**config.mk**
```make
export PLATFORM = sky130hd
export DESIGN_NAME = cbd_out
export DESIGN_NICKNAME = d
export VERILOG_FILES = /design/src/hdl/cbd_pkg.sv /design/src/hdl/cbd_out.sv
export SDC_FILE = /design/constraint.sdc
export NUM_CORES = 1
export LEC_CHECK = 0
export ABC_AREA = 1
export ABC_CLOCK_PERIOD_IN_PS = 3150
export BUFFER_PORTS_ARGS = -buffer_cell sky130_fd_sc_hd__buf_2
export CORE_AREA = 3 3 95 61
export CTS_BUF_LIST = sky130_fd_sc_hd__clkbuf_4 sky130_fd_sc_hd__clkbuf_8 sky130_fd_sc_hd__clkbuf_16
export DETAILED_ROUTE_END_ITERATION = 10
export DIE_AREA = 0 0 98 64
export PLACE_DENSITY = 0.88
export REMOVE_ABC_BUFFERS = 1
export SYNTH_ARGS = -nofsm -noshare
export SYNTH_HDL_FRONTEND = slang
export SYNTH_SLANG_ARGS = --single-unit
export TNS_END_PERCENT = 10
```
**constraint.sdc**
```tcl
create_clock -name clk -period 3.15 [get_ports clk]
set_input_delay 0.315 -clock clk [delete_from_list [all_inputs] [get_ports clk]]
set_output_delay 0.315 -clock clk [all_outputs]
set_load 0.005 [all_outputs]
```
**src/hdl/cbd_pkg.sv**
```systemverilog
`timescale 1ns / 1ps
// Shared types, constants and address decode functions of the console bus block.
package cbd_pkg;

	// Work RAM size in bytes; must be a power of two so that mirroring is a mask.
	localparam int RAM_DEPTH = 2048;
	localparam int RAM_AW    = $clog2(RAM_DEPTH);

	// Master ticks per CPU cycle.
	localparam int CPU_DIVIDE = 3;
	localparam int PHASE_W    = $clog2(2 * CPU_DIVIDE);
	localparam int DIV_W      = (CPU_DIVIDE > 1) ? $clog2(CPU_DIVIDE) : 1;
	localparam logic [PHASE_W-1:0] PHASE_LAST = PHASE_W'(2 * CPU_DIVIDE - 1);
	localparam logic [DIV_W-1:0]   DIV_LAST   = DIV_W'(CPU_DIVIDE - 1);

	// Attached device mask bits.
	localparam int DEV_W    = 6;
	localparam int DEV_CPU  = 0;
	localparam int DEV_PPU  = 1;
	localparam int DEV_APU  = 2;
	localparam int DEV_PAD1 = 3;
	localparam int DEV_PAD2 = 4;
	localparam int DEV_CART = 5;
	localparam logic [DEV_W-1:0] DEV_RESET = 6'h3F;

	// Bus addresses with a fixed meaning.
	localparam logic [15:0] ADDR_PPU_BASE   = 16'h2000;
	localparam logic [15:0] ADDR_IO_BASE    = 16'h4000;
	localparam logic [15:0] ADDR_OAM_DMA    = 16'h4014;
	localparam logic [15:0] ADDR_APU_STATUS = 16'h4015;
	localparam logic [15:0] ADDR_PAD1       = 16'h4016;
	localparam logic [15:0] ADDR_PAD2       = 16'h4017;
	localparam logic [15:0] ADDR_CART_BASE  = 16'h4020;

	// Request kinds.
	typedef enum logic [1:0] {
		REQ_READ  = 2'd0,
		REQ_WRITE = 2'd1,
		REQ_TICK  = 2'd2
	} req_t;

	// Bus targets.
	typedef enum logic [2:0] {
		TGT_RAM   = 3'd0,
		TGT_PPU   = 3'd1,
		TGT_APU   = 3'd2,
		TGT_PAD1  = 3'd3,
		TGT_PAD2  = 3'd4,
		TGT_PADS  = 3'd5,
		TGT_CART  = 3'd6,
		TGT_NONE  = 3'd7
	} target_t;

	// Source of the byte returned to the CPU.
	typedef enum logic [1:0] {
		RD_ZERO = 2'd0,
		RD_RAM  = 2'd1,
		RD_EXT  = 2'd2
	} rd_sel_t;

	// How the DMA latch is reloaded after a request.
	typedef enum logic [1:0] {
		LAT_KEEP = 2'd0,
		LAT_RAM  = 2'd1,
		LAT_ZERO = 2'd2
	} latch_op_t;

	// Work RAM port request.
	typedef struct packed {
		logic              we;
		logic [RAM_AW-1:0] waddr;
		logic [7:0]        wdata;
		logic              re;
		logic [RAM_AW-1:0] raddr;
	} ram_req_t;

	// Decoded request held between the input and the output register.
	typedef struct packed {
		target_t    target;
		logic [15:0] fwd_address;
		logic [7:0] fwd_data;
		logic       fwd_from_latch;
		rd_sel_t    rd_sel;
		logic [7:0] ext_data;
		logic       latch_ext;
		latch_op_t  latch_op;
		logic       ppu_tick;
		logic       cpu_tick;
		logic       apu_tick;
		logic       oam_write;
		logic [7:0] oam_index;
		logic       dma_busy;
		logic       nmi_to_cpu;
	} s1_t;

	// Finished result.
	typedef struct packed {
		target_t     target;
		logic [7:0]  read_data;
		logic [15:0] fwd_address;
		logic [7:0]  fwd_data;
		logic        ppu_tick;
		logic        cpu_tick;
		logic        apu_tick;
		logic        oam_write;
		logic [7:0]  oam_index;
		logic        dma_busy;
		logic        nmi_to_cpu;
	} res_t;

	// Target of a CPU or DMA read.
	function automatic target_t read_target(input logic [15:0] a, input logic [DEV_W-1:0] dev);
		target_t t;
		if (a < ADDR_PPU_BASE) begin
			t = TGT_RAM;
		end else if (a < ADDR_IO_BASE) begin
			t = dev[DEV_PPU] ? TGT_PPU : TGT_NONE;
		end else if (a == ADDR_APU_STATUS) begin
			t = dev[DEV_APU] ? TGT_APU : TGT_NONE;
		end else if (a == ADDR_PAD1) begin
			t = dev[DEV_PAD1] ? TGT_PAD1 : TGT_NONE;
		end else if (a == ADDR_PAD2) begin
			t = dev[DEV_PAD2] ? TGT_PAD2 : TGT_NONE;
		end else if (a < ADDR_CART_BASE) begin
			t = TGT_NONE;
		end else begin
			t = dev[DEV_CART] ? TGT_CART : TGT_NONE;
		end
		return t;
	endfunction

	// Target of a CPU write.
	function automatic target_t write_target(input logic [15:0] a, input logic [DEV_W-1:0] dev);
		target_t t;
		if (a < ADDR_PPU_BASE) begin
			t = TGT_RAM;
		end else if (a < ADDR_IO_BASE) begin
			t = dev[DEV_PPU] ? TGT_PPU : TGT_NONE;
		end else if (a == ADDR_OAM_DMA) begin
			t = TGT_NONE;
		end else if (a == ADDR_PAD1) begin
			if (dev[DEV_PAD1] && dev[DEV_PAD2]) begin
				t = TGT_PADS;
			end else if (dev[DEV_PAD1]) begin
				t = TGT_PAD1;
			end else if (dev[DEV_PAD2]) begin
				t = TGT_PAD2;
			end else begin
				t = TGT_NONE;
			end
		end else if (a < ADDR_CART_BASE) begin
			t = dev[DEV_APU] ? TGT_APU : TGT_NONE;
		end else begin
			t = dev[DEV_CART] ? TGT_CART : TGT_NONE;
		end
		return t;
	endfunction

endpackage

```
**src/hdl/cbd_out.sv**
```systemverilog
`timescale 1ns / 1ps
// Data selection, DMA latch and output register of the console bus block.
module cbd_out import cbd_pkg::*; (
	input  logic       clk,
	input  logic       arst_n,
	input  logic       s1_valid,
	input  s1_t        s1,
	input  logic [7:0] ram_rdata,
	output logic       s1_adv,
	input  logic       out_stall,
	output logic       out_valid,
	output res_t       res
);

	logic       out_valid_q;
	res_t       res_q, res_d;
	logic [7:0] latch_q, latch_pre, latch_d;

	// The decode register moves on whenever the output register is free or taken.
	assign s1_adv = s1_valid && (!out_valid_q || !out_stall);

	// Latch value seen by this request, and the value it leaves behind.
	always_comb begin
		latch_pre = s1.latch_ext ? s1.ext_data : latch_q;
		case (s1.latch_op)
			LAT_RAM:  latch_d = ram_rdata;
			LAT_ZERO: latch_d = 8'd0;
			default:  latch_d = latch_pre;
		endcase
	end

	// Result assembly.
	always_comb begin
		res_d.target      = s1.target;
		res_d.fwd_address = s1.fwd_address;
		res_d.fwd_data    = s1.fwd_from_latch ? latch_pre : s1.fwd_data;
		res_d.ppu_tick    = s1.ppu_tick;
		res_d.cpu_tick    = s1.cpu_tick;
		res_d.apu_tick    = s1.apu_tick;
		res_d.oam_write   = s1.oam_write;
		res_d.oam_index   = s1.oam_index;
		res_d.dma_busy    = s1.dma_busy;
		res_d.nmi_to_cpu  = s1.nmi_to_cpu;
		case (s1.rd_sel)
			RD_RAM:  res_d.read_data = ram_rdata;
			RD_EXT:  res_d.read_data = s1.ext_data;
			default: res_d.read_data = 8'd0;
		endcase
	end

	// DMA latch.
	always_ff @(posedge clk or negedge arst_n) begin
		if (!arst_n) begin
			latch_q <= 8'd0;
		end else if (s1_adv) begin
			latch_q <= latch_d;
		end
	end

	// Output register.
	always_ff @(posedge clk or negedge arst_n) begin
		if (!arst_n) begin
			out_valid_q <= 1'b0;
		end else if (s1_adv) begin
			out_valid_q <= 1'b1;
		end else if (!out_stall) begin
			out_valid_q <= 1'b0;
		end
	end

	always_ff @(posedge clk) begin
		if (s1_adv) begin
			res_q <= res_d;
		end
	end

	assign out_valid = out_valid_q;
	assign res       = res_q;

endmodule

```
# ---- Yosys cells after proc, flatten, opt, wreduce, memory -nomap -nowiden
# Index checks and enable logic that the tools add are counted.
dict set report classes {
  mux 6
  eq_ne 5
  order_cmp 0
  shift 0
  n_mul 0
  n_reduce_logical 4
  addsub 0
  bitwise_logic 0
  div 0
}
# op count
set op_table {}
lappend op_table {{$pmux W8 S2} 2}
lappend op_table {{$mux W8} 2}
lappend op_table {{$eq A2 B1 Y1 const B} 2}
lappend op_table {{$eq A2 B2 Y1 const B} 2}
lappend op_table {{$logic_not A1 Y1} 2}
lappend op_table {{$mux W1} 2}
lappend op_table {{$ne A2 B2 Y1 const B} 1}
lappend op_table {{$logic_and A1 B1 Y1} 1}
lappend op_table {{$logic_or A1 B1 Y1} 1}
dict set report totals {
  ram_bits 0
  ff_bits 58
  romBits 0
  inputBits 67
  output_inout_bits 51
  mem_count 0
  wordCells 28
  latch_bits 0
}

# ---- Logic depth before layout (Yosys ltp)
# Gate-level depths: netlist of the first run.
dict set report depth {
  word_depth 4
  ltp_mapped 7
  depth_no_buf 6
}

# ---- Worst setup path before layout of the first run
# No wires, ideal clock.
dict set report synth_timing {
  kind {flip-flop to flip-flop}
  from {reg out_valid_q (netlist: out_valid)}
  to {reg res_q, in the netlist res[0] (enable)}
  setup_time_ns 0.354
  slack_ns 1.896
  path_buffers 0
  stages_incl_launch_ff 4
  t_arrival_ns 0.900
  path_cell_list {dfrtp_1 nand2_2 nand2_8 inv_6}
}
dict set report synth_between {
  elab_chain_len 3
}
# item line_no
set synth_rtl {}
lappend synth_rtl {{start: declaration} cbd_out.sv:15} ;# logic out_valid_q;
lappend synth_rtl {{start signal: assignment} cbd_out.sv:63} ;# out_valid_q <= 1'b0;
lappend synth_rtl {{start signal: assignment} cbd_out.sv:65} ;# out_valid_q <= 1'b1;
lappend synth_rtl {{start signal: assignment} cbd_out.sv:67} ;# out_valid_q <= 1'b0;
lappend synth_rtl {{$logic_not A1 Y1} cbd_out.sv:20} ;# assign s1_adv = s1_valid && (!out_valid_q || !out_stall);
lappend synth_rtl {{$logic_or A1 B1 Y1} cbd_out.sv:20}
lappend synth_rtl {{$logic_and A1 B1 Y1} cbd_out.sv:20}
lappend synth_rtl {{named net s1_adv} cbd_out.sv:9} ;# output logic s1_adv,
lappend synth_rtl {{end signal: assignment} cbd_out.sv:73} ;# res_q <= res_d;
lappend synth_rtl {{end: declaration} cbd_out.sv:16} ;# res_t res_q, res_d;
# The timed path passes the listed nets, and every way through them passes these cells.
# A chain may end at the register's enable or synchronous reset.

# ---- Worst setup path in the final report of the first run
dict set report layout_timing {
  from {reg out_valid_q (netlist: out_valid)}
  to {out s1_adv}
}
dict set report layout_between {
  elab_chain_len 3
}
# item line_no
set layout_rtl {}
lappend layout_rtl {{$logic_not A1 Y1} cbd_out.sv:20}
lappend layout_rtl {{$logic_or A1 B1 Y1} cbd_out.sv:20}
lappend layout_rtl {{$logic_and A1 B1 Y1} cbd_out.sv:20}
lappend layout_rtl {{end: declaration} cbd_out.sv:9}
# Every way passes these cells.

==> impl_summary.md, run 1 <==
Global route
The total overflow left after global routing is 0. The first global-routing pass estimated 8670 microns of wire. Entering global routing, the biggest net connects 59 pins.

The initial antenna violation count was 0. Global routing used 18.5% of the available tracks. The via count of the first global-routing pass is 1783.

Clocking
The count of hold-fix buffers inserted at cts is 1. After clock tree synthesis, the clock-pin slew on the worst setup and hold paths is 0.07 ns. The tree built by TritonCTS fans out to 58 sinks.

The number of buffers added by the clock tree synthesis step is 9. The level count of the clock H-tree is 3. The number of buffers between clock root and the deepest sink is 2. The TritonCTS clock tree is yes. In this run, post-CTS repair resized a total of 0 instances. The post-CTS setup buffer count is 0. The master cell of the clock root buffer is clkbuf_8. The clock insertion delay at the later pin of the skew report is 0.33 ns.

Logic synthesis
The number of synthesized flops with an enable pin is 49. The share of flip-flops with an asynchronous set or reset after synthesis is 15.5%. Synthesis produced 206 cells. The most used flip-flop cell after synthesis is edfxtp_1. The number of register bits inferred by synthesis is 58. The post-synth design cell area is 2420 sq um. After synthesis, the netlist uses 21 different library cells. The biggest area contributor in the post-synthesis netlist is edfxtp_1. The most common cell in the synthesized netlist is nand2_1. Of the post-synthesis cell area, the dominant cell type holds 60.7%. The number of synthesis warnings is 0.

A synthesized cell averages 11.8 sq um. Sorting the synthesized cells by area gives the leading types as edfxtp_1 61%, dfrtp_1 9.3%, nand2_1 8.7%. The share of the Yosys chip area taken by registers is 70.0%.

In the synthesized netlist, the cells that appear most often are 56 x nand2_1, 49 x edfxtp_1, 19 x inv_1.

Setup path
The launching element type of the critical path is a flip-flop. The largest single stage delay on the critical path is 0.39 ns. The arrival time of the worst setup path is 1.55 ns.

By startpoint and endpoint, the worst setup path is classified as reg -> out. The standard cell with the maximum stage delay on the critical path is dfrtp_1. The kind of end point of the critical path is an output port. The required time reported for the critical path endpoint is 2.83 ns. The number of cells on the worst reg-to-reg path is 3. Walking the worst path, the cells encountered are nand2_2, nand2_8, inv_6, buf_2.

Of all nets on the critical path, the largest fanout is 58.

Finish
After routing the design area is 3250 sq um. The number of nets in the layout is 397. The share of final-layout standard cells stronger than drive strength 1 is 45.2%. The total inserted antenna cells is 0.

The count of cells in the finished layout, fillers not included, comes to 398. The layout overhead on the synthesized area is 34.3%.

Route
The via count of the routed design is 1893. The number of vias per cell after detailed routing is 4.76. The first TritonRoute pass finished after 4 iterations. The post-detailed-route count of antenna-violating nets is 0. The remaining design rule violation count is 0.

The routed design has 5480 microns of wire. Dividing the detail-routed wire length by the instance count gives 13.8 microns. After the first detailed-routing iteration, the DRC count stood at 106.

Place
Before CTS, the worst setup slack after placement is 1.57 ns. After detailed placement, the total cell area comes to 3030 sq um. The congestion estimate from routability-driven global placement came to 0.853. The instance count after placement with tap cells included is 381.

Input and output buffers added on the ports amount to 117. The detailed placer's ending HPWL is 4250 microns.

Power and ir drop
The sequential share of power is 49.0%. The switching component of the power is 0.450 mW. The post-route total power is 1.90 mW.

The cell area power density is 585 nW/um^2. The analysis attributes to cell leakage a power of 1.52 nW. Net switching is 23.7% of the power. The internal portion of the total power is 1.45 mW. The clock network fraction of total power is 38.7%. Of the total power, combinational logic draws 12.3%.

The worst-case IR drop observed on VDD is 262 uV.

Timing
The setup skew after layout is 0.00651 ns. The final worst setup slack is 1.28 ns. Setup violations remaining at the end of the flow were counted as 0.

Derived from the worst setup path, the maximum achievable clock frequency is 0.536 GHz. The worst path in the final design needs a cycle of 1.87 ns, including I/O delays and setup. In this run the tightest slew margin relative to its limit is 60.1%.

Setup repair after global routing left no endpoint under its margin. The final hold violation count is 0. The final count of pins violating max slew is 0. The slew of the pin with the lowest slew margin is 0.599 ns.

The final setup TNS is 0 ns. The final critical path takes up 59.2% of the cycle.

Floorplanning
The die is 98 microns wide. Row generation in the floorplan step produced 20 rows. Once the floorplan was initialized, standard cells occupied 48.6% of the core. The I/O pin count is 118.

The height of the chip is 64 microns. The area enclosed by the die boundary is 6270 sq um. The floorplan step defined a core boundary enclosing 4980 sq um.

Min path
Counting instances, the worst hold path has a depth of 1. In this run the worst hold path is classified as in -> reg.

Run status
The flow ran to the end, and the final reports show no timing, DRC or antenna violations.

Run
The max-capacitance violation count is 0.
## worst max-delay path: cells and delay by family (launching register included)
kind | cells | cell delay, ns
buffers and inverters | 2 | 0.60
and+or+nand+nor | 2 | 0.22
DFF | 1 | 0.39
## layout by cell type (no fill, tap or decap)
cell / synthesis / routed
dlygate4sd3_1: 0 / 1
nor2_1: 14 / 14
nand3_1: 16 / 16
a21oi_1: 14 / 14
clkinv_1: 0 / 1
nand2_8: 1 / 1
dfrtp_1: 9 / 9
a21oi_2: 2 / 2
nor2_2: 8 / 8
inv_2: 1 / 1
buf_2: 4 / 117
inv_6: 1 / 2
clkbuf_8: 0 / 9
nor2_4: 2 / 2
nand2_1: 56 / 56
nand2_2: 2 / 2
bufinv_16: 0 / 2
clkinv_2: 0 / 1
edfxtp_1: 49 / 49
clkinvlp_4: 0 / 2
ha_1: 3 / 3
inv_1: 19 / 19
inv_4: 1 / 1
## registers in the layout, summed over array words and instances (netlist names)
register and count:
out_valid 1, latch_q 8, res 49
## power by group through the flow
| stage | Clock, mW | Combinational (mW) | Sequential (mW) |
|---|---|---|---|
| global route | 0.799 | 0.264 | 0.938 |
| CTS | 0.752 | 0.238 | 0.934 |
| floorplan | 0 | 0.111 | 0.952 |
| detailed placement | 0 | 0.236 | 0.949 |
| finish | 0.736 | 0.235 | 0.932 |
| global placement | 0 | 0.230 | 0.944 |
## kinds of logic after synthesis
family	after synthesis	synth area share, %
AND/OR/NAND/NOR	99	18.5
flip-flops	58	70.0
buffers and inverters	30	6.30
AO/OA/AOI/OAI	16	3.62
adder cells (fa/ha/maj)	3	1.55
## worst paths after layout
check	slack, ns	startpoint	endpoint
min in group asynchronous	0.37	arst_n	out_valid
hold reg to reg	0.52	latch_q[5]	latch_q[5]
hold / removal	0.15	s1[52]	res[46]
max in group asynchronous	2.58	arst_n	latch_q[4]
setup / recovery	1.28	out_valid	s1_adv
setup reg to reg	1.74	out_valid	res[38]
## cell type report
type | instances | area (sq um)
clock buffers | 9 | 124
well taps | 66 | 82.6
clock inverters | 7 | 92.6
inverters | 22 | 90.1
flip-flops and latches | 58 | 1700
repair buffers | 118 | 596
fillers | 407 | 1730
multi-input cells | 118 | 573
## stage by stage
stage / utilization (%) / hold WS [ns]
global placement: 60.8 / 0.182
detailed placement: 60.8 / 0.191
global route: 65.4 / 0.122
CTS: 65.4 / 0.137
finish: 65.4 / 0.154
floorplan: - / 0.0194
## routing by layer
metal  up-vias  global-route usage (%)  share of wire [%]
li1        922                       -                  -
met1       862                    23.2                 41
met2       103                    28.7                 47
met3         6                    9.49                 12
met4         0                    4.15               0.77
met5         -                       0                  0
Note: power is estimated with default switching activity, not from simulation.
==> inputs of run 2 (changes only) <==
- ABC_CLOCK_PERIOD_IN_PS: 3150 -> 1600
- CORE_AREA: 3 3 95 61 -> 3 3 104 66
- DIE_AREA: 0 0 98 64 -> 0 0 107 69
- PLACE_DENSITY: 0.88 -> 0.79
- clock period: 3.15 -> 1.6 ns (I/O delays scaled with it)
==> run 2 against run 1 <==
Effect of this change:
- utilization down 6.1 points
- wire length up 6.8%
- critical path depth stayed put
- clock skew grew 0.0022 ns
- die area up 18%
- via count is 5.7% higher
- highest routed layer is now met5
- critical endpoint unchanged
- global-route usage is 2.1 points lower
==> impl_summary.md, run 2 (synthesis gave the netlist of run 1 again) <==
Clocking
The number of buffers between clock root and the deepest sink was 2 (unchanged). The clock insertion delay at the later pin of the skew report is 0.32 ns (about the same). The level count of the clock H-tree came to 3 (unchanged).

The number of sinks handled by clock tree synthesis is 58 (unchanged). The number of buffers added by the clock tree synthesis step is 9 (unchanged). The count of hold-fix buffers inserted at cts is 28 (+27). The total of cells resized after clock tree synthesis is 0 (unchanged). The post-CTS setup buffer count is 0 (unchanged). The master cell of the clock root buffer is clkbuf_8. The clock-pin slew of the registers on the worst-case setup and hold paths is 0.07 ns (about the same).

The TritonCTS clock tree is yes.

Timing
The setup skew after layout is 0.00868 ns (+0.00217 ns). The headroom to the max-slew limit is 80.4% (+20 points). The number of endpoints failing setup at the final stage is 0 (unchanged). The final setup TNS was 0 ns (unchanged).

The worst path uses 93.0% of the clock period. The final worst setup slack is 0.112 ns (-1.17 ns). The final count of pins violating max slew came to 0 (unchanged). The slew of the pin with the lowest slew margin is 0.294 ns (-0.305 ns).

The final hold violation count was 0 (unchanged). The post-route minimum period is 1.49 ns. The worst hold slack is 0.0272 ns (-0.127 ns). The maximum clock rate is 0.672 GHz. Setup repair after global routing left no endpoint under its margin.

Min path
The class of the tightest hold or removal check is in -> reg. For hold timing, the worst endpoint is res[2]. The startpoint of the most critical hold path is s1[2]. The number of cells on the worst hold path came to 1 (unchanged).

Setup path
The standard cell with the maximum stage delay on the critical path is dfrtp_1. The startpoint identified for the worst register-to-register timing path is out_valid. The arrival time of the worst setup path is 1.33 ns (-0.22 ns). The required time reported for the critical path endpoint is 1.44 ns (-1.39 ns). The class of the most critical setup path is reg -> out. The critical path goes through nand2_2, nand2_8, inv_6, buf_2. The delay of the slowest critical-path stage came to 0.39 ns (about the same). The logic depth of the worst register-to-register path is 4 (+1). The cell family contributing the most delay on the critical path is flip-flops. The register-to-register setup slack was 0.25 ns (-1.49 ns).

The maximum fanout along the worst path is 23 (-60%). The buffer and inverter count on the worst path came to 2 (unchanged). STA classifies the critical path startpoint as a flip-flop. The kind of end point of the critical path is an output port. The endpoint identified for the worst register-to-register timing path is res[31].

Power and ir drop
The cell area power density came to 1010 nW/um^2 (+73%). The worst supply voltage drop on vdd is 610 uV (+130%). The leakage power of the design was 1.65 nW (+8.7%).

Route
The number of vias per cell after detailed routing is 4.47 (-5.9%). The initial detailed-routing violation count came to 125 (+18%). The number of search-and-repair iterations in the first detailed-routing pass was 5 (+1). The via count of the routed design is 2000 (+5.7%). The remaining design rule violation count is 0 (unchanged). The post-detailed-route count of antenna-violating nets is 0 (unchanged).

The wire length reported by the detailed router is 5850 microns (+6.8%). The routed wire length per instance is 13.1 microns (-5.0%).

Global route
The largest net degree at the start of global routing is 25 (-58%). The total overflow reported by the global router is 0 (unchanged). The overall track demand over capacity in global routing is 16.3% (-2.1 points). The first-pass GRT wire length is 9160 microns (+5.6%). The initial antenna violation count is 1 (+1). The via count of the first global-routing pass is 1908 (+7.0%).

Floorplanning
The x dimension of the die is 107 microns (+9.2%). The area enclosed by the die boundary is 7380 sq um (+18%). The floorplan core area is 6030 sq um (+21%). The starting density of the core is 40.2% (-8.5 points). The height of the chip came to 69 microns (+7.8%). The total number of placement rows is 22 (+10%).

The I/O pin count came to 118 (unchanged).

Finish
The number of flip-flops in the largest register is 49 (unchanged). The total inserted antenna cells is 0 (unchanged). The number of nets in the layout is 428 (+7.8%).

The post-route core utilization is 59.3% (-6.1 points). The most common library cell in the layout ignoring fill and taps is buf_2. Leaving out fill and tap cells, the most frequent cells in the layout are 117 x buf_2, 56 x nand2_1, 49 x edfxtp_1, 29 x dlygate4sd3_1, 19 x inv_1. The layout overhead on the synthesized area is 47.5%.

The share of final-layout standard cells stronger than drive strength 1 is 41.6% (-3.6 points).

Run status
The flow ran to the end, and the final reports show no timing, DRC or antenna violations.

Place
The placer congestion estimate was 0.778 (-8.8%). The pre-CTS setup slack is 0.257 ns (-1.31 ns). The detailed placer's ending HPWL is 4280 microns (+0.89%). The total of buffers placed on input and output ports is 117 (unchanged).

Run
The max-capacitance violation count was 0 (unchanged).
-- run 2: layout make-up --
type / count / area [sq um]
clock buffers: 9 / 124
fillers: 495 / 2460
flip-flops and latches: 58 / 1700
well taps: 84 / 105
inverters: 22 / 90.1
multi-input cells: 118 / 573
repair buffers: 149 / 923
clock inverters: 7 / 60.1
-- run 2: worst max-delay path by stage --
stage                          from     end  slack [ns]  depth (start not counted)
after global placement    out_valid  res[1]        0.29                          4
after global routing      out_valid  s1_adv        0.04                          4
after CTS                 out_valid  s1_adv        0.08                          4
after detailed placement  out_valid  res[1]        0.26                          4
final                     out_valid  s1_adv        0.11                          4
after floorplan           out_valid  res[0]        0.35                          3
-- run 2: metrics by stage --
| stage | cells | area (sq um) | power, mW |
|---|---|---|---|
| after detailed placement | 402 | 3100 | 2.35 |
| final | 447 | 3570 | 3.62 |
| after floorplan | 198 | 2360 | 2.09 |
| after CTS | 446 | 3560 | 3.67 |
| after global placement | 402 | 3100 | 2.34 |
| after global routing | 447 | 3570 | 3.79 |
-- run 2: report_power, final --
part | internal [mW] | total, mW | switching (mW)
combinational | 0.259 | 0.539 | 0.280
clock | 0.699 | 1.24 | 0.545
sequential | 1.79 | 1.83 | 0.0462
total | 2.75 | 3.62 | 0.871
-- run 2: metal layers --
layer	part of all wire, %	track usage (%)	up-vias
met1	45	20.8	918
met4	0.50	4.68	2
met3	8.8	6.83	6
met2	46	25.6	88
met5	0.19	0	-
li1	-	-	986
