$ cat src/hdl/cbd_pkg.sv
`timescale 1ns / 1ps
// Shared types, constants and address decode functions of the console bus block.
package cbd_pkg;

	// Work RAM size in bytes; must be a power of two so that mirroring is a mask.
	localparam int RAM_DEPTH = 2048;
	localparam int RAM_AW    = $clog2(RAM_DEPTH);

	// Master ticks per CPU cycle.
	localparam int CPU_DIVIDE = 3;
	localparam int PHASE_W    = $clog2(2 * CPU_DIVIDE);
	localparam int DIV_W      = (CPU_DIVIDE > 1) ? $clog2(CPU_DIVIDE) : 1;
	localparam logic [PHASE_W-1:0] PHASE_LAST = PHASE_W'(2 * CPU_DIVIDE - 1);
	localparam logic [DIV_W-1:0]   DIV_LAST   = DIV_W'(CPU_DIVIDE - 1);

	// Attached device mask bits.
	localparam int DEV_W    = 6;
	localparam int DEV_CPU  = 0;
	localparam int DEV_PPU  = 1;
	localparam int DEV_APU  = 2;
	localparam int DEV_PAD1 = 3;
	localparam int DEV_PAD2 = 4;
	localparam int DEV_CART = 5;
	localparam logic [DEV_W-1:0] DEV_RESET = 6'h3F;

	// Bus addresses with a fixed meaning.
	localparam logic [15:0] ADDR_PPU_BASE   = 16'h2000;
	localparam logic [15:0] ADDR_IO_BASE    = 16'h4000;
	localparam logic [15:0] ADDR_OAM_DMA    = 16'h4014;
	localparam logic [15:0] ADDR_APU_STATUS = 16'h4015;
	localparam logic [15:0] ADDR_PAD1       = 16'h4016;
	localparam logic [15:0] ADDR_PAD2       = 16'h4017;
	localparam logic [15:0] ADDR_CART_BASE  = 16'h4020;

	// Request kinds.
	typedef enum logic [1:0] {
		REQ_READ  = 2'd0,
		REQ_WRITE = 2'd1,
		REQ_TICK  = 2'd2
	} req_t;

	// Bus targets.
	typedef enum logic [2:0] {
		TGT_RAM   = 3'd0,
		TGT_PPU   = 3'd1,
		TGT_APU   = 3'd2,
		TGT_PAD1  = 3'd3,
		TGT_PAD2  = 3'd4,
		TGT_PADS  = 3'd5,
		TGT_CART  = 3'd6,
		TGT_NONE  = 3'd7
	} target_t;

	// Source of the byte returned to the CPU.
	typedef enum logic [1:0] {
		RD_ZERO = 2'd0,
		RD_RAM  = 2'd1,
		RD_EXT  = 2'd2
	} rd_sel_t;

	// How the DMA latch is reloaded after a request.
	typedef enum logic [1:0] {
		LAT_KEEP = 2'd0,
		LAT_RAM  = 2'd1,
		LAT_ZERO = 2'd2
	} latch_op_t;

	// Work RAM port request.
	typedef struct packed {
		logic              we;
		logic [RAM_AW-1:0] waddr;
		logic [7:0]        wdata;
		logic              re;
		logic [RAM_AW-1:0] raddr;
	} ram_req_t;

	// Decoded request held between the input and the output register.
	typedef struct packed {
		target_t    target;
		logic [15:0] fwd_address;
		logic [7:0] fwd_data;
		logic       fwd_from_latch;
		rd_sel_t    rd_sel;
		logic [7:0] ext_data;
		logic       latch_ext;
		latch_op_t  latch_op;
		logic       ppu_tick;
		logic       cpu_tick;
		logic       apu_tick;
		logic       oam_write;
		logic [7:0] oam_index;
		logic       dma_busy;
		logic       nmi_to_cpu;
	} s1_t;

	// Finished result.
	typedef struct packed {
		target_t     target;
		logic [7:0]  read_data;
		logic [15:0] fwd_address;
		logic [7:0]  fwd_data;
		logic        ppu_tick;
		logic        cpu_tick;
		logic        apu_tick;
		logic        oam_write;
		logic [7:0]  oam_index;
		logic        dma_busy;
		logic        nmi_to_cpu;
	} res_t;

	// Target of a CPU or DMA read.
	function automatic target_t read_target(input logic [15:0] a, input logic [DEV_W-1:0] dev);
		target_t t;
		if (a < ADDR_PPU_BASE) begin
			t = TGT_RAM;
		end else if (a < ADDR_IO_BASE) begin
			t = dev[DEV_PPU] ? TGT_PPU : TGT_NONE;
		end else if (a == ADDR_APU_STATUS) begin
			t = dev[DEV_APU] ? TGT_APU : TGT_NONE;
		end else if (a == ADDR_PAD1) begin
			t = dev[DEV_PAD1] ? TGT_PAD1 : TGT_NONE;
		end else if (a == ADDR_PAD2) begin
			t = dev[DEV_PAD2] ? TGT_PAD2 : TGT_NONE;
		end else if (a < ADDR_CART_BASE) begin
			t = TGT_NONE;
		end else begin
			t = dev[DEV_CART] ? TGT_CART : TGT_NONE;
		end
		return t;
	endfunction

	// Target of a CPU write.
	function automatic target_t write_target(input logic [15:0] a, input logic [DEV_W-1:0] dev);
		target_t t;
		if (a < ADDR_PPU_BASE) begin
			t = TGT_RAM;
		end else if (a < ADDR_IO_BASE) begin
			t = dev[DEV_PPU] ? TGT_PPU : TGT_NONE;
		end else if (a == ADDR_OAM_DMA) begin
			t = TGT_NONE;
		end else if (a == ADDR_PAD1) begin
			if (dev[DEV_PAD1] && dev[DEV_PAD2]) begin
				t = TGT_PADS;
			end else if (dev[DEV_PAD1]) begin
				t = TGT_PAD1;
			end else if (dev[DEV_PAD2]) begin
				t = TGT_PAD2;
			end else begin
				t = TGT_NONE;
			end
		end else if (a < ADDR_CART_BASE) begin
			t = dev[DEV_APU] ? TGT_APU : TGT_NONE;
		end else begin
			t = dev[DEV_CART] ? TGT_CART : TGT_NONE;
		end
		return t;
	endfunction

endpackage

$ cat src/hdl/cbd_ctrl.sv
`timescale 1ns / 1ps
// Request decode, tick divider, sprite DMA sequencer and RAM clearing pass.
module cbd_ctrl import cbd_pkg::*; (
	input  logic             clk,
	input  logic             arst_n,
	input  logic             in_valid,
	output logic             in_stall,
	input  logic [1:0]       req_type,
	input  logic [15:0]      address,
	input  logic [7:0]       write_data,
	input  logic [7:0]       ext_data,
	input  logic             ppu_nmi,
	input  logic [DEV_W-1:0] dev,
	input  logic             s1_adv,
	output logic             s1_valid,
	output s1_t              s1,
	output ram_req_t         ram_req
);

	logic [PHASE_W-1:0] phase_q, phase_d;
	logic [DIV_W-1:0]   div_q, div_d;
	logic [7:0]         page_q, page_d;
	logic [7:0]         index_q, index_d;
	logic               active_q, active_d;
	logic               sync_q, sync_d;
	logic               src_ext_q, src_ext_d;
	logic               clr_busy_q;
	logic [RAM_AW-1:0]  clr_addr_q;
	logic               s1_valid_q;
	s1_t                s1_s1, s1_d;
	logic               acc;
	target_t            rd_tgt, src_tgt;
	logic [15:0]        src_addr;
	logic [7:0]         index_inc;
	logic               ram_we, ram_re;
	logic [RAM_AW-1:0]  ram_raddr;

	// Input handshake: hold off during the clear and while the decode register is full and cannot move on.
	assign in_stall = clr_busy_q || (s1_valid_q && !s1_adv);
	assign acc      = in_valid && !in_stall;

	assign src_addr  = {page_q, index_q};
	assign src_tgt   = read_target(src_addr, dev);
	assign rd_tgt    = read_target(address, dev);
	assign index_inc = index_q + 8'd1;

	// Decode of one request and next DMA / divider state.
	always_comb begin
		phase_d   = phase_q;
		div_d     = div_q;
		page_d    = page_q;
		index_d   = index_q;
		active_d  = active_q;
		sync_d    = sync_q;
		src_ext_d = src_ext_q;
		ram_we    = 1'b0;
		ram_re    = 1'b0;
		ram_raddr = address[RAM_AW-1:0];
		s1_d          = '0;
		s1_d.target   = TGT_NONE;
		s1_d.rd_sel   = RD_ZERO;
		s1_d.latch_op = LAT_KEEP;
		s1_d.ext_data = ext_data;
		case (req_type)
			REQ_READ: begin
				s1_d.target      = rd_tgt;
				s1_d.fwd_address = address;
				if (rd_tgt == TGT_RAM) begin
					s1_d.rd_sel = RD_RAM;
					ram_re      = 1'b1;
				end else if (rd_tgt != TGT_NONE) begin
					s1_d.rd_sel = RD_EXT;
				end
			end
			REQ_WRITE: begin
				s1_d.target      = write_target(address, dev);
				s1_d.fwd_address = address;
				s1_d.fwd_data    = write_data;
				if (address < ADDR_PPU_BASE) begin
					ram_we = 1'b1;
				end else if (address == ADDR_OAM_DMA) begin
					page_d   = write_data;
					index_d  = 8'd0;
					active_d = 1'b1;
					sync_d   = 1'b1;
				end
			end
			REQ_TICK: begin
				// A byte from an external DMA source arrives on the tick after its read.
				if (src_ext_q) begin
					s1_d.latch_ext = 1'b1;
					src_ext_d      = 1'b0;
				end
				s1_d.ppu_tick = dev[DEV_PPU];
				if (div_q == '0) begin
					if (active_q) begin
						if (sync_q) begin
							if (phase_q[0]) begin
								sync_d = 1'b0;
							end
						end else if (!phase_q[0]) begin
							s1_d.target      = src_tgt;
							s1_d.fwd_address = src_addr;
							if (src_tgt == TGT_RAM) begin
								s1_d.latch_op = LAT_RAM;
								ram_re        = 1'b1;
								ram_raddr     = src_addr[RAM_AW-1:0];
							end else if (src_tgt == TGT_NONE) begin
								s1_d.latch_op = LAT_ZERO;
							end else begin
								src_ext_d = 1'b1;
							end
						end else begin
							if (dev[DEV_PPU]) begin
								s1_d.target    = TGT_PPU;
								s1_d.oam_write = 1'b1;
							end
							s1_d.fwd_from_latch = 1'b1;
							s1_d.oam_index      = index_q;
							index_d             = index_inc;
							if (index_inc == 8'd0) begin
								active_d = 1'b0;
							end
						end
					end else begin
						s1_d.cpu_tick = dev[DEV_CPU];
					end
					s1_d.apu_tick = dev[DEV_APU];
				end
				s1_d.nmi_to_cpu = ppu_nmi && dev[DEV_CPU] && dev[DEV_PPU];
				phase_d = (phase_q == PHASE_LAST) ? '0 : phase_q + 1'b1;
				div_d   = (div_q == DIV_LAST) ? '0 : div_q + 1'b1;
			end
			default: begin
			end
		endcase
		s1_d.dma_busy = active_d;
	end

	// RAM port: the clearing pass owns the write side until it is done.
	always_comb begin
		ram_req       = '0;
		ram_req.re    = acc && ram_re;
		ram_req.raddr = ram_raddr;
		if (clr_busy_q) begin
			ram_req.we    = 1'b1;
			ram_req.waddr = clr_addr_q;
			ram_req.wdata = 8'd0;
		end else begin
			ram_req.we    = acc && ram_we;
			ram_req.waddr = address[RAM_AW-1:0];
			ram_req.wdata = write_data;
		end
	end

	// Bus state, updated once per accepted request.
	always_ff @(posedge clk or negedge arst_n) begin
		if (!arst_n) begin
			phase_q   <= '0;
			div_q     <= '0;
			page_q    <= 8'd0;
			index_q   <= 8'd0;
			active_q  <= 1'b0;
			sync_q    <= 1'b0;
			src_ext_q <= 1'b0;
		end else if (acc) begin
			phase_q   <= phase_d;
			div_q     <= div_d;
			page_q    <= page_d;
			index_q   <= index_d;
			active_q  <= active_d;
			sync_q    <= sync_d;
			src_ext_q <= src_ext_d;
		end
	end

	// Clearing pass over the work RAM after reset.
	always_ff @(posedge clk or negedge arst_n) begin
		if (!arst_n) begin
			clr_busy_q <= 1'b1;
			clr_addr_q <= '0;
		end else if (clr_busy_q) begin
			clr_addr_q <= clr_addr_q + 1'b1;
			if (clr_addr_q == '1) begin
				clr_busy_q <= 1'b0;
			end
		end
	end

	// Decode register.
	always_ff @(posedge clk or negedge arst_n) begin
		if (!arst_n) begin
			s1_valid_q <= 1'b0;
		end else if (acc) begin
			s1_valid_q <= 1'b1;
		end else if (s1_adv) begin
			s1_valid_q <= 1'b0;
		end
	end

	always_ff @(posedge clk) begin
		if (acc) begin
			s1_s1 <= s1_d;
		end
	end

	assign s1_valid = s1_valid_q;
	assign s1       = s1_s1;

endmodule

$ cat config.mk
export PLATFORM = sky130hd
export DESIGN_NAME = cbd_ctrl
export DESIGN_NICKNAME = d
export VERILOG_FILES = /design/src/hdl/cbd_pkg.sv /design/src/hdl/cbd_ctrl.sv
export SDC_FILE = /design/constraint.sdc
export NUM_CORES = 1
export LEC_CHECK = 0
export ABC_CLOCK_PERIOD_IN_PS = 5300
export BUFFER_PORTS_ARGS = -buffer_cell sky130_fd_sc_hd__buf_4
export CORE_ASPECT_RATIO = 0.7
export CORE_MARGIN = 2
export CORE_UTILIZATION = 51
export DETAILED_ROUTE_END_ITERATION = 8
export PLACE_DENSITY_LB_ADDON = 0.12
export SYNTH_ARGS = -nofsm -noshare
export SYNTH_HDL_FRONTEND = slang
export SYNTH_SLANG_ARGS = --single-unit
$ cat constraint.sdc
create_clock -name clk -period 5.3 [get_ports clk]
set_clock_uncertainty 0.05 [all_clocks]
set_input_delay 0.53 -clock clk [delete_from_list [all_inputs] [get_ports clk]]
set_output_delay 0.53 -clock clk [all_outputs]
set_load 0.01 [all_outputs]
======== Word level (Yosys, flattened, before mapping) ========
Cells that the tools add are included.
word-level totals
  register bits ........................... 92
  bits in read-only memories .............. 0
  latch bits .............................. 0
  memories kept ........................... 0
  memory bits (writable) .................. 0
cells by class
  bitwise operators ....................... 6
  reduce and logical (&&, ||, !) cells .... 28
  order comparisons ....................... 6
  multiply operators ...................... 0
  div/mod/pow operators ................... 0
  shift-type cells ........................ 0
  add/subtract/negate cells ............... 4
  equal/unequal tests ..................... 20
  mux-type cells .......................... 87
operator list
  operator                 count
  $eq A16 B15 Y1 const B   7
  $mux W11                 6
  $lt A16 B15 Y1 const B   4
  $mux W3                  20
  $mux W19                 3
  $pmux W19 S3             1
  $mux W8                  6
  $mux W1                  39
  $lt A16 B14 Y1 const B   2
  $mux W20                 1
  $mux W16                 1
  $pmux W8 S2              1
  $mux W2                  6
  $ne A2 B2 Y1 const B     6
  $add A11 B1 Y11 const B  1
  $eq A11 B11 Y1 const B   1
  $reduce_or A5 Y1         2
  $add A8 B1 Y8 const B    1
  $logic_not A8 Y1         1
  $reduce_and A8 Y1        1
  $logic_and A1 B1 Y1      7
  $eq A3 B3 Y1 const B     2
  $logic_not A3 Y1         2
  $not A1 Y1               6
  other kinds (17)         24

======== Longest topological paths before layout ========
Gate-level depths: netlist of run 1.
  depth after elaboration ................. 15
  depth in mapped cells ................... 9
  depth with buffers taken out ............ 7

======== Least setup slack after synthesis of run 1 ========
OpenSTA, ideal clock, no wires.
  kind .................................... input to register
  from .................................... input port s1_adv
  to ...................................... register src_ext_q
  slack ................................... 2.514 ns
  path buffers ............................ 0
  stages on the path ...................... 5
  arrival time ............................ 2.614 ns
  setup time .............................. 0.122 ns
  cells stage by stage .................... nand2b_1 -> nand3_1 -> inv_1 -> nand2_1 -> a32o_1
between the ends
  longest elaborated chain between the ends .. 6
ends and longest elaborated chain
  what                                RTL line         source
  start, declared                     cbd_ctrl.sv:14   input logic s1_adv,
  $logic_not A1 Y1                    cbd_ctrl.sv:39   assign in_stall = clr_busy_q || (s1_valid_q && !s1_adv);
  $logic_and A1 B1 Y1                 cbd_ctrl.sv:39
  $logic_or A1 B1 Y1                  cbd_ctrl.sv:39
  $logic_not A1 Y1                    cbd_ctrl.sv:40   assign acc = in_valid && !in_stall;
  $logic_and A1 B1 Y1                 cbd_ctrl.sv:40
  net acc                             cbd_ctrl.sv:31   logic acc;
  $reduce_and A2 Y1 (no source line)  -
  end signal, assigned                cbd_ctrl.sv:173  src_ext_q <= src_ext_d;
  end, declared                       cbd_ctrl.sv:26   logic src_ext_q, src_ext_d;
The timed path passes the listed nets, and every way through them passes these cells.
A chain may end at the register's enable or synchronous reset.

==> results of run 1 <==
-- layout by cell type, fill, tap and decap left out, types with 3 or more instances in the layout --
cell       instances
buf_4            135
edfxtp_1          55
nor2_1            37
dfrtp_1           34
mux2_2            31
nand2_1           24
o21ai_0           22
a22oi_1           16
and2_1            14
inv_1             13
nand3_1           12
a21oi_1           11
nor3_1            10
nand4_1            9
clkbuf_16          9
nor2b_1            8
xnor2_1            8
ha_1               8
nand3b_1           6
nor4_1             6
a31oi_1            6
a211oi_1           4
o31ai_1            4
and3_1             4
xor2_1             4
nor4_4             3
nand2b_1           3
a21o_1             3
-- per-layer routing --
metal / share of wire (%) / global-route usage, % / vias up / wire length [um]
li1: - / - / 1799 / -
met1: 45 / 37.8 / 1856 / 5620
met2: 43 / 35.7 / 238 / 5330
met3: 11 / 6.08 / 24 / 1340
met4: 1.9 / 9.09 / 0 / 235
met5: 0 / 0 / - / 0
-- power breakdown --
group          leakage, uW  switching [uW]  internal (uW)
sequential         0.00101            39.4            793
combinational      0.00141             138            112
clock             0.000140             278            368
total              0.00256             455           1270
-- worst max-delay path, delay by kind of cell --
kind	cells	cell delay (ns)
fa+ha+maj	1	0.57
buf+inv	5	1.04
mux	1	0.44
simple gates	2	0.71
-- area by class of cell --
| cell class | instances | area, um2 | area share (%) |
|---|---|---|---|
| sequential | 90 | 2530 | 41.8 |
| multi-input combinational | 288 | 2000 | 33.0 |
| clock buffer | 9 | 225 | 3.72 |
| inverter | 15 | 56.3 | 0.931 |
| clock inverter | 7 | 75.1 | 1.24 |
| tap | 124 | 155 | 2.56 |
| timing repair buffer | 135 | 1010 | 16.7 |
-- state kept, by name (all words and copies together), names as in the netlist, 2 cells and up --
signal	flops
page_q	8
s1	55
clr_addr_q	11
index_q	8
div_q	2
-- through the flow --
step	worst slack, ns	hold WS [ns]	instances
floorplan	2.51	0.184	416
global placement	1.62	0.425	652
detailed placement	1.48	0.430	652
CTS	1.47	0.107	668
global route	1.21	0.129	668
finish	1.42	0.0944	668
-- final timing paths --
path                                       startpoint  slack (ns)                         to
worst max-delay path                      req_type[0]        1.42                 ram_req[8]
worst min register to register  src_ext_q$_DFFE_PN0P_        0.45      src_ext_q$_DFFE_PN0P_
worst max register to register   clr_busy_q$_DFF_PN1_        2.41      src_ext_q$_DFFE_PN0P_
worst min-delay path                           arst_n        0.09  clr_addr_q[1]$_DFFE_PN0P_
min in group clk                          ext_data[5]        0.31           s1[22]$_DFFE_PP_
max in group asynchronous                      arst_n        4.75       clr_busy_q$_DFF_PN1_
-- logic make-up after synthesis --
kind of cell / synth area share, %
AND/OR/NAND/NOR: 18.5
flip-flops: 54.1
AO/OA/AOI/OAI: 11.9
buffers and inverters: 3.16
multiplexers: 7.92
XOR/XNOR: 2.25
adder cells (fa/ha/maj): 2.14
==> results.sh, run 1 <==
export IMPL_h_tree_depth=3
export IMPL_dieArea_mm2=0.00996
export IMPL_place_port_buffers=133
export IMPL_drcViolationCount=0
export IMPL_fin_util_pct=67.2
export IMPL_worst_pin_slew_ns=0.910
export IMPL_setup_violations=0
export IMPL_async_reset_ff_share_pct=38.9
export IMPL_globalRouteTotalUtil_pct=25.2
export IMPL_p_total_uw=1730
export IMPL_synth_area_leaders="edfxtp_1, dfrtp_1, mux2_2"
export IMPL_rsz0062_at_grt="no"
export IMPL_die_y_um=84.1
export IMPL_gp_congestion=0.900
export IMPL_clk_pin_slew_ns=0.06
export IMPL_cts_sinks=90
export IMPL_ant_nets=0
export IMPL_synth_avg_cell_area_um2=11.2
export IMPL_relSlewSlack_pct=37.7
export IMPL_syn_num_nets=469
export IMPL_grt_overflow_total=0
export IMPL_fp_row_count=29
export IMPL_p_leak_uw=0.00256
export IMPL_post_cts_buffers=0
export IMPL_crit_top_cell="buf_4"
export IMPL_cts_root_buf="clkbuf_16"
export IMPL_mappedNetlistArea_mm2=0.00467
export IMPL_cts_buffers=9
export IMPL_grt_pass1_vias=3601
export IMPL_synthDominantCellAreaShare_pct=35.3
export IMPL_nFillCells=692
export IMPL_yosysTopAreaCell="edfxtp_1"
export IMPL_crit_chain="buf_4 -> inv_1 -> ha_1 -> clkinv_1 -> nor3_4 -> buf_4 -> nand2_1 -> mux2_2 -> buf_4"
export IMPL_grt_max_degree=36
export IMPL_stdcell_area_mm2=0.00605
export IMPL_wl_per_cell_um=18.8
export IMPL_synth_top_flop_cell="edfxtp_1"
export IMPL_place_area_mm2=0.00575
export IMPL_drv_cap=0
export IMPL_vias_per_cell=5.86
export IMPL_clk_latency_ns=0.34
export IMPL_cp_slowest_stage_delay_ns=0.57
export IMPL_crit_type="primary input to output port"
export IMPL_period_share_pct=73.2
export IMPL_grt_antenna_before_repair=0
export IMPL_outcome="complete, no violations"
export IMPL_cp_max_fo=19
export IMPL_required_ns=4.72
export IMPL_drtIter0Drc=360
export IMPL_yosysMostFrequentCell="edfxtp_1"
export IMPL_powerDensity_mw_per_mm2=286
export IMPL_tns_ns=0
export IMPL_drive_gt1_share_pct=35.1
export IMPL_hold_buffers=0
export IMPL_die_x_um=118
export IMPL_yosys_top_cells_count="edfxtp_1, nor2_1, dfrtp_1"
export IMPL_final_max_slew_viol_count=0
export IMPL_reg2reg_depth=6
export IMPL_ys_seq_elements=90
export IMPL_cts_buffer_depth=2
export IMPL_startpoint_type="primary input"
export IMPL_cp_end_kind="output port"
export IMPL_yosysWarnings=0
export IMPL_dpl_hpwl_um=8790
export IMPL_clock_fmax_ghz=0.258
export IMPL_peakVddDrop_mv=0.162
export IMPL_io_pins=134
export IMPL_synthCells=416
export IMPL_cts_tree="done"
export IMPL_start_util_pct=51.9
export IMPL_grt_pass1_wl_um=19300
export IMPL_yosysSeqAreaShare_pct=54.1
export IMPL_fp_coreArea_mm2=0.00900
export IMPL_num_antenna_cells=0
export IMPL_worst_path_max_delay_cell="ha_1"
export IMPL_finalHoldViolCount=0
export IMPL_drt_pass1_iter_count=7
export IMPL_period_needed_ns=3.88
export IMPL_worstPathArrival_ns=3.30
export IMPL_cts_resized=0
export IMPL_num_vias=3917
export IMPL_synth_edf_count=55
export IMPL_hold_path_class="primary input to async pin"
export IMPL_syn_to_final_growth_pct=29.5
export IMPL_final_net_count=592
export IMPL_synth_cell_types=55
export IMPL_routed_wl_um=12500
Note: power is estimated with default switching activity, not from simulation.
==> inputs of run 2 (changes only) <==
Settings changed: ABC_CLOCK_PERIOD_IN_PS 5300 to 3900.
Clock period 5.3 ns to 3.9 ns, I/O delays scaled along.
==> results.sh, run 2 (synthesis gave the netlist of run 1 again) <==
export IMPL_outcome="complete, no violations"
export IMPL_wl_per_cell_um=18.8
export IMPL_grt_overflow_total=0
export IMPL_reg2reg_slack_ns=1.24
export IMPL_worst_path_max_delay_cell="mux2_2"
export IMPL_fp_row_count=29
export IMPL_cp_end_kind="output port"
export IMPL_cp_top_family="buffers and inverters"
export IMPL_multi_input_comb_area_mm2=0.00200
export IMPL_routed_wl_um=12600
export IMPL_final_cells=671
export IMPL_hold_path_class="primary input to flip-flop"
export IMPL_cts_buffers=9
export IMPL_cts_tree="done"
export IMPL_relSlewSlack_pct=39.9
export IMPL_dieArea_mm2=0.00996
export IMPL_start_util_pct=51.9
export IMPL_die_x_um=118
export IMPL_syn_to_final_growth_pct=29.5
export IMPL_drt_pass1_iter_count=5
export IMPL_num_vias=3946
export IMPL_grt_antenna_before_repair=0
export IMPL_crit_type="primary input to output port"
export IMPL_clk_pin_slew_ns=0.06
export IMPL_vias_per_cell=5.88
export IMPL_crit_top_cell="buf_4"
export IMPL_worstPathArrival_ns=2.53
export IMPL_period_needed_ns=2.97
export IMPL_h_tree_depth=3
export IMPL_tns_ns=0
export IMPL_num_antenna_cells=0
export IMPL_drcViolationCount=0
export IMPL_place_port_buffers=133
export IMPL_io_pins=134
export IMPL_dpl_cell_count=654
export IMPL_grt_pass1_vias=3658
export IMPL_drtIter0Drc=336
export IMPL_ant_nets=0
export IMPL_final_max_slew_viol_count=0
export IMPL_largest_reg_flops=55
export IMPL_cp_slowest_stage_delay_ns=0.44
export IMPL_final_net_count=595
export IMPL_gp_congestion=0.925
export IMPL_rsz0062_at_grt="no"
export IMPL_worst_path_buf_inv=5
export IMPL_drive_gt1_share_pct=35.3
export IMPL_drv_cap=0
export IMPL_clk_latency_ns=0.35
export IMPL_nFillCells=716
export IMPL_final_common_cell="buf_4"
export IMPL_fp_coreArea_mm2=0.00900
export IMPL_required_ns=3.46
export IMPL_grt_max_degree=38
export IMPL_cts_resized=0
export IMPL_cts_root_buf="clkbuf_16"
export IMPL_period_share_pct=76.2
export IMPL_setup_violations=0
export IMPL_crit_chain="buf_4 -> inv_1 -> ha_1 -> buf_4 -> clkinv_1 -> nor3_4 -> nand2_1 -> mux2_2 -> buf_4"
export IMPL_finalHoldViolCount=0
export IMPL_startpoint_type="primary input"
export IMPL_peakVddDrop_mv=0.227
export IMPL_cp_max_fo=19
export IMPL_grt_pass1_wl_um=19700
export IMPL_globalRouteTotalUtil_pct=25.6
export IMPL_die_y_um=84.1
export IMPL_cts_sinks=90
export IMPL_powerDensity_mw_per_mm2=380
export IMPL_layout_common_cells="buf_4, edfxtp_1, nor2_1"
export IMPL_cts_buffer_depth=2
export IMPL_dpl_hpwl_um=8890
export IMPL_ff_latch_area_mm2=0.00253
export IMPL_p_leak_uw=0.00256
export IMPL_clock_fmax_ghz=0.337
export IMPL_post_cts_buffers=0
export IMPL_worst_pin_slew_ns=0.902
[run 2: cell types whose count changed in the layout (fill, tap and decap cells not counted), sizes merged]
cell	delta
dlygate4sd3	+1
bufinv	-1
clkinv	-1
buf	+2
clkinvlp	+1
clkbuf	+1
[run 2: metrics by stage]
| stage | instance area (um2) | hold WS [ns] | util [%] | worst slack [ns] | power (uW) |
|---|---|---|---|---|---|
| after detailed placement | 5770 | 0.330 | 64.1 | 0.962 | 1490 |
| after global routing | 6050 | 0.155 | 67.3 | 0.816 | 2380 |
| final | 6050 | 0.164 | 67.3 | 0.930 | 2300 |
| after global placement | 5770 | 0.321 | 64.1 | 1.05 | 1480 |
| after floorplan | 4670 | 0.0444 | - | 1.15 | 1300 |
| after CTS | 6050 | 0.165 | 67.3 | 0.962 | 2300 |
[run 2: timing repair]
item,4_1_cts,5_1_grt
hold endpoints to repair,34,0
endpoints found under the setup margin,0,0
hold buffers,1,0
[run 2: power by group]
group	internal [uW]	switching [uW]
Clock	438	390
Combinational	154	185
Sequential	1080	54.1
Total	1670	629
[run 2: area by class of cell]
type,count,area share (%)
multi-input cells,288,33.0
well taps,124,2.56
repair buffers,138,17.2
flip-flops and latches,90,41.8
inverters,15,0.930
clock buffers,10,3.78
clock inverters,6,0.806
[run 2: worst paths after layout]
kind / startpoint / end / depth (start not counted)
worst max register to register: clr_busy_q$_DFF_PN1_ / s1[37]$_DFFE_PP_ / 4
max in group asynchronous: arst_n / clr_busy_q$_DFF_PN1_ / 2
worst max-delay path: req_type[0] / ram_req[1] / 9
min in group asynchronous: arst_n / clr_addr_q[7]$_DFFE_PN0P_ / 2
worst min-delay path: ext_data[0] / s1[17]$_DFFE_PP_ / 1
worst min register to register: src_ext_q$_DFFE_PN0P_ / src_ext_q$_DFFE_PN0P_ / 1
[run 2: metal layers]
layer	vias up	GRT usage (%)	part of all wire (%)
li1	1809	-	-
met1	1883	37.4	45
met2	230	37.7	43
met3	24	6.56	9.6
met4	0	8.12	1.9
met5	-	0	0
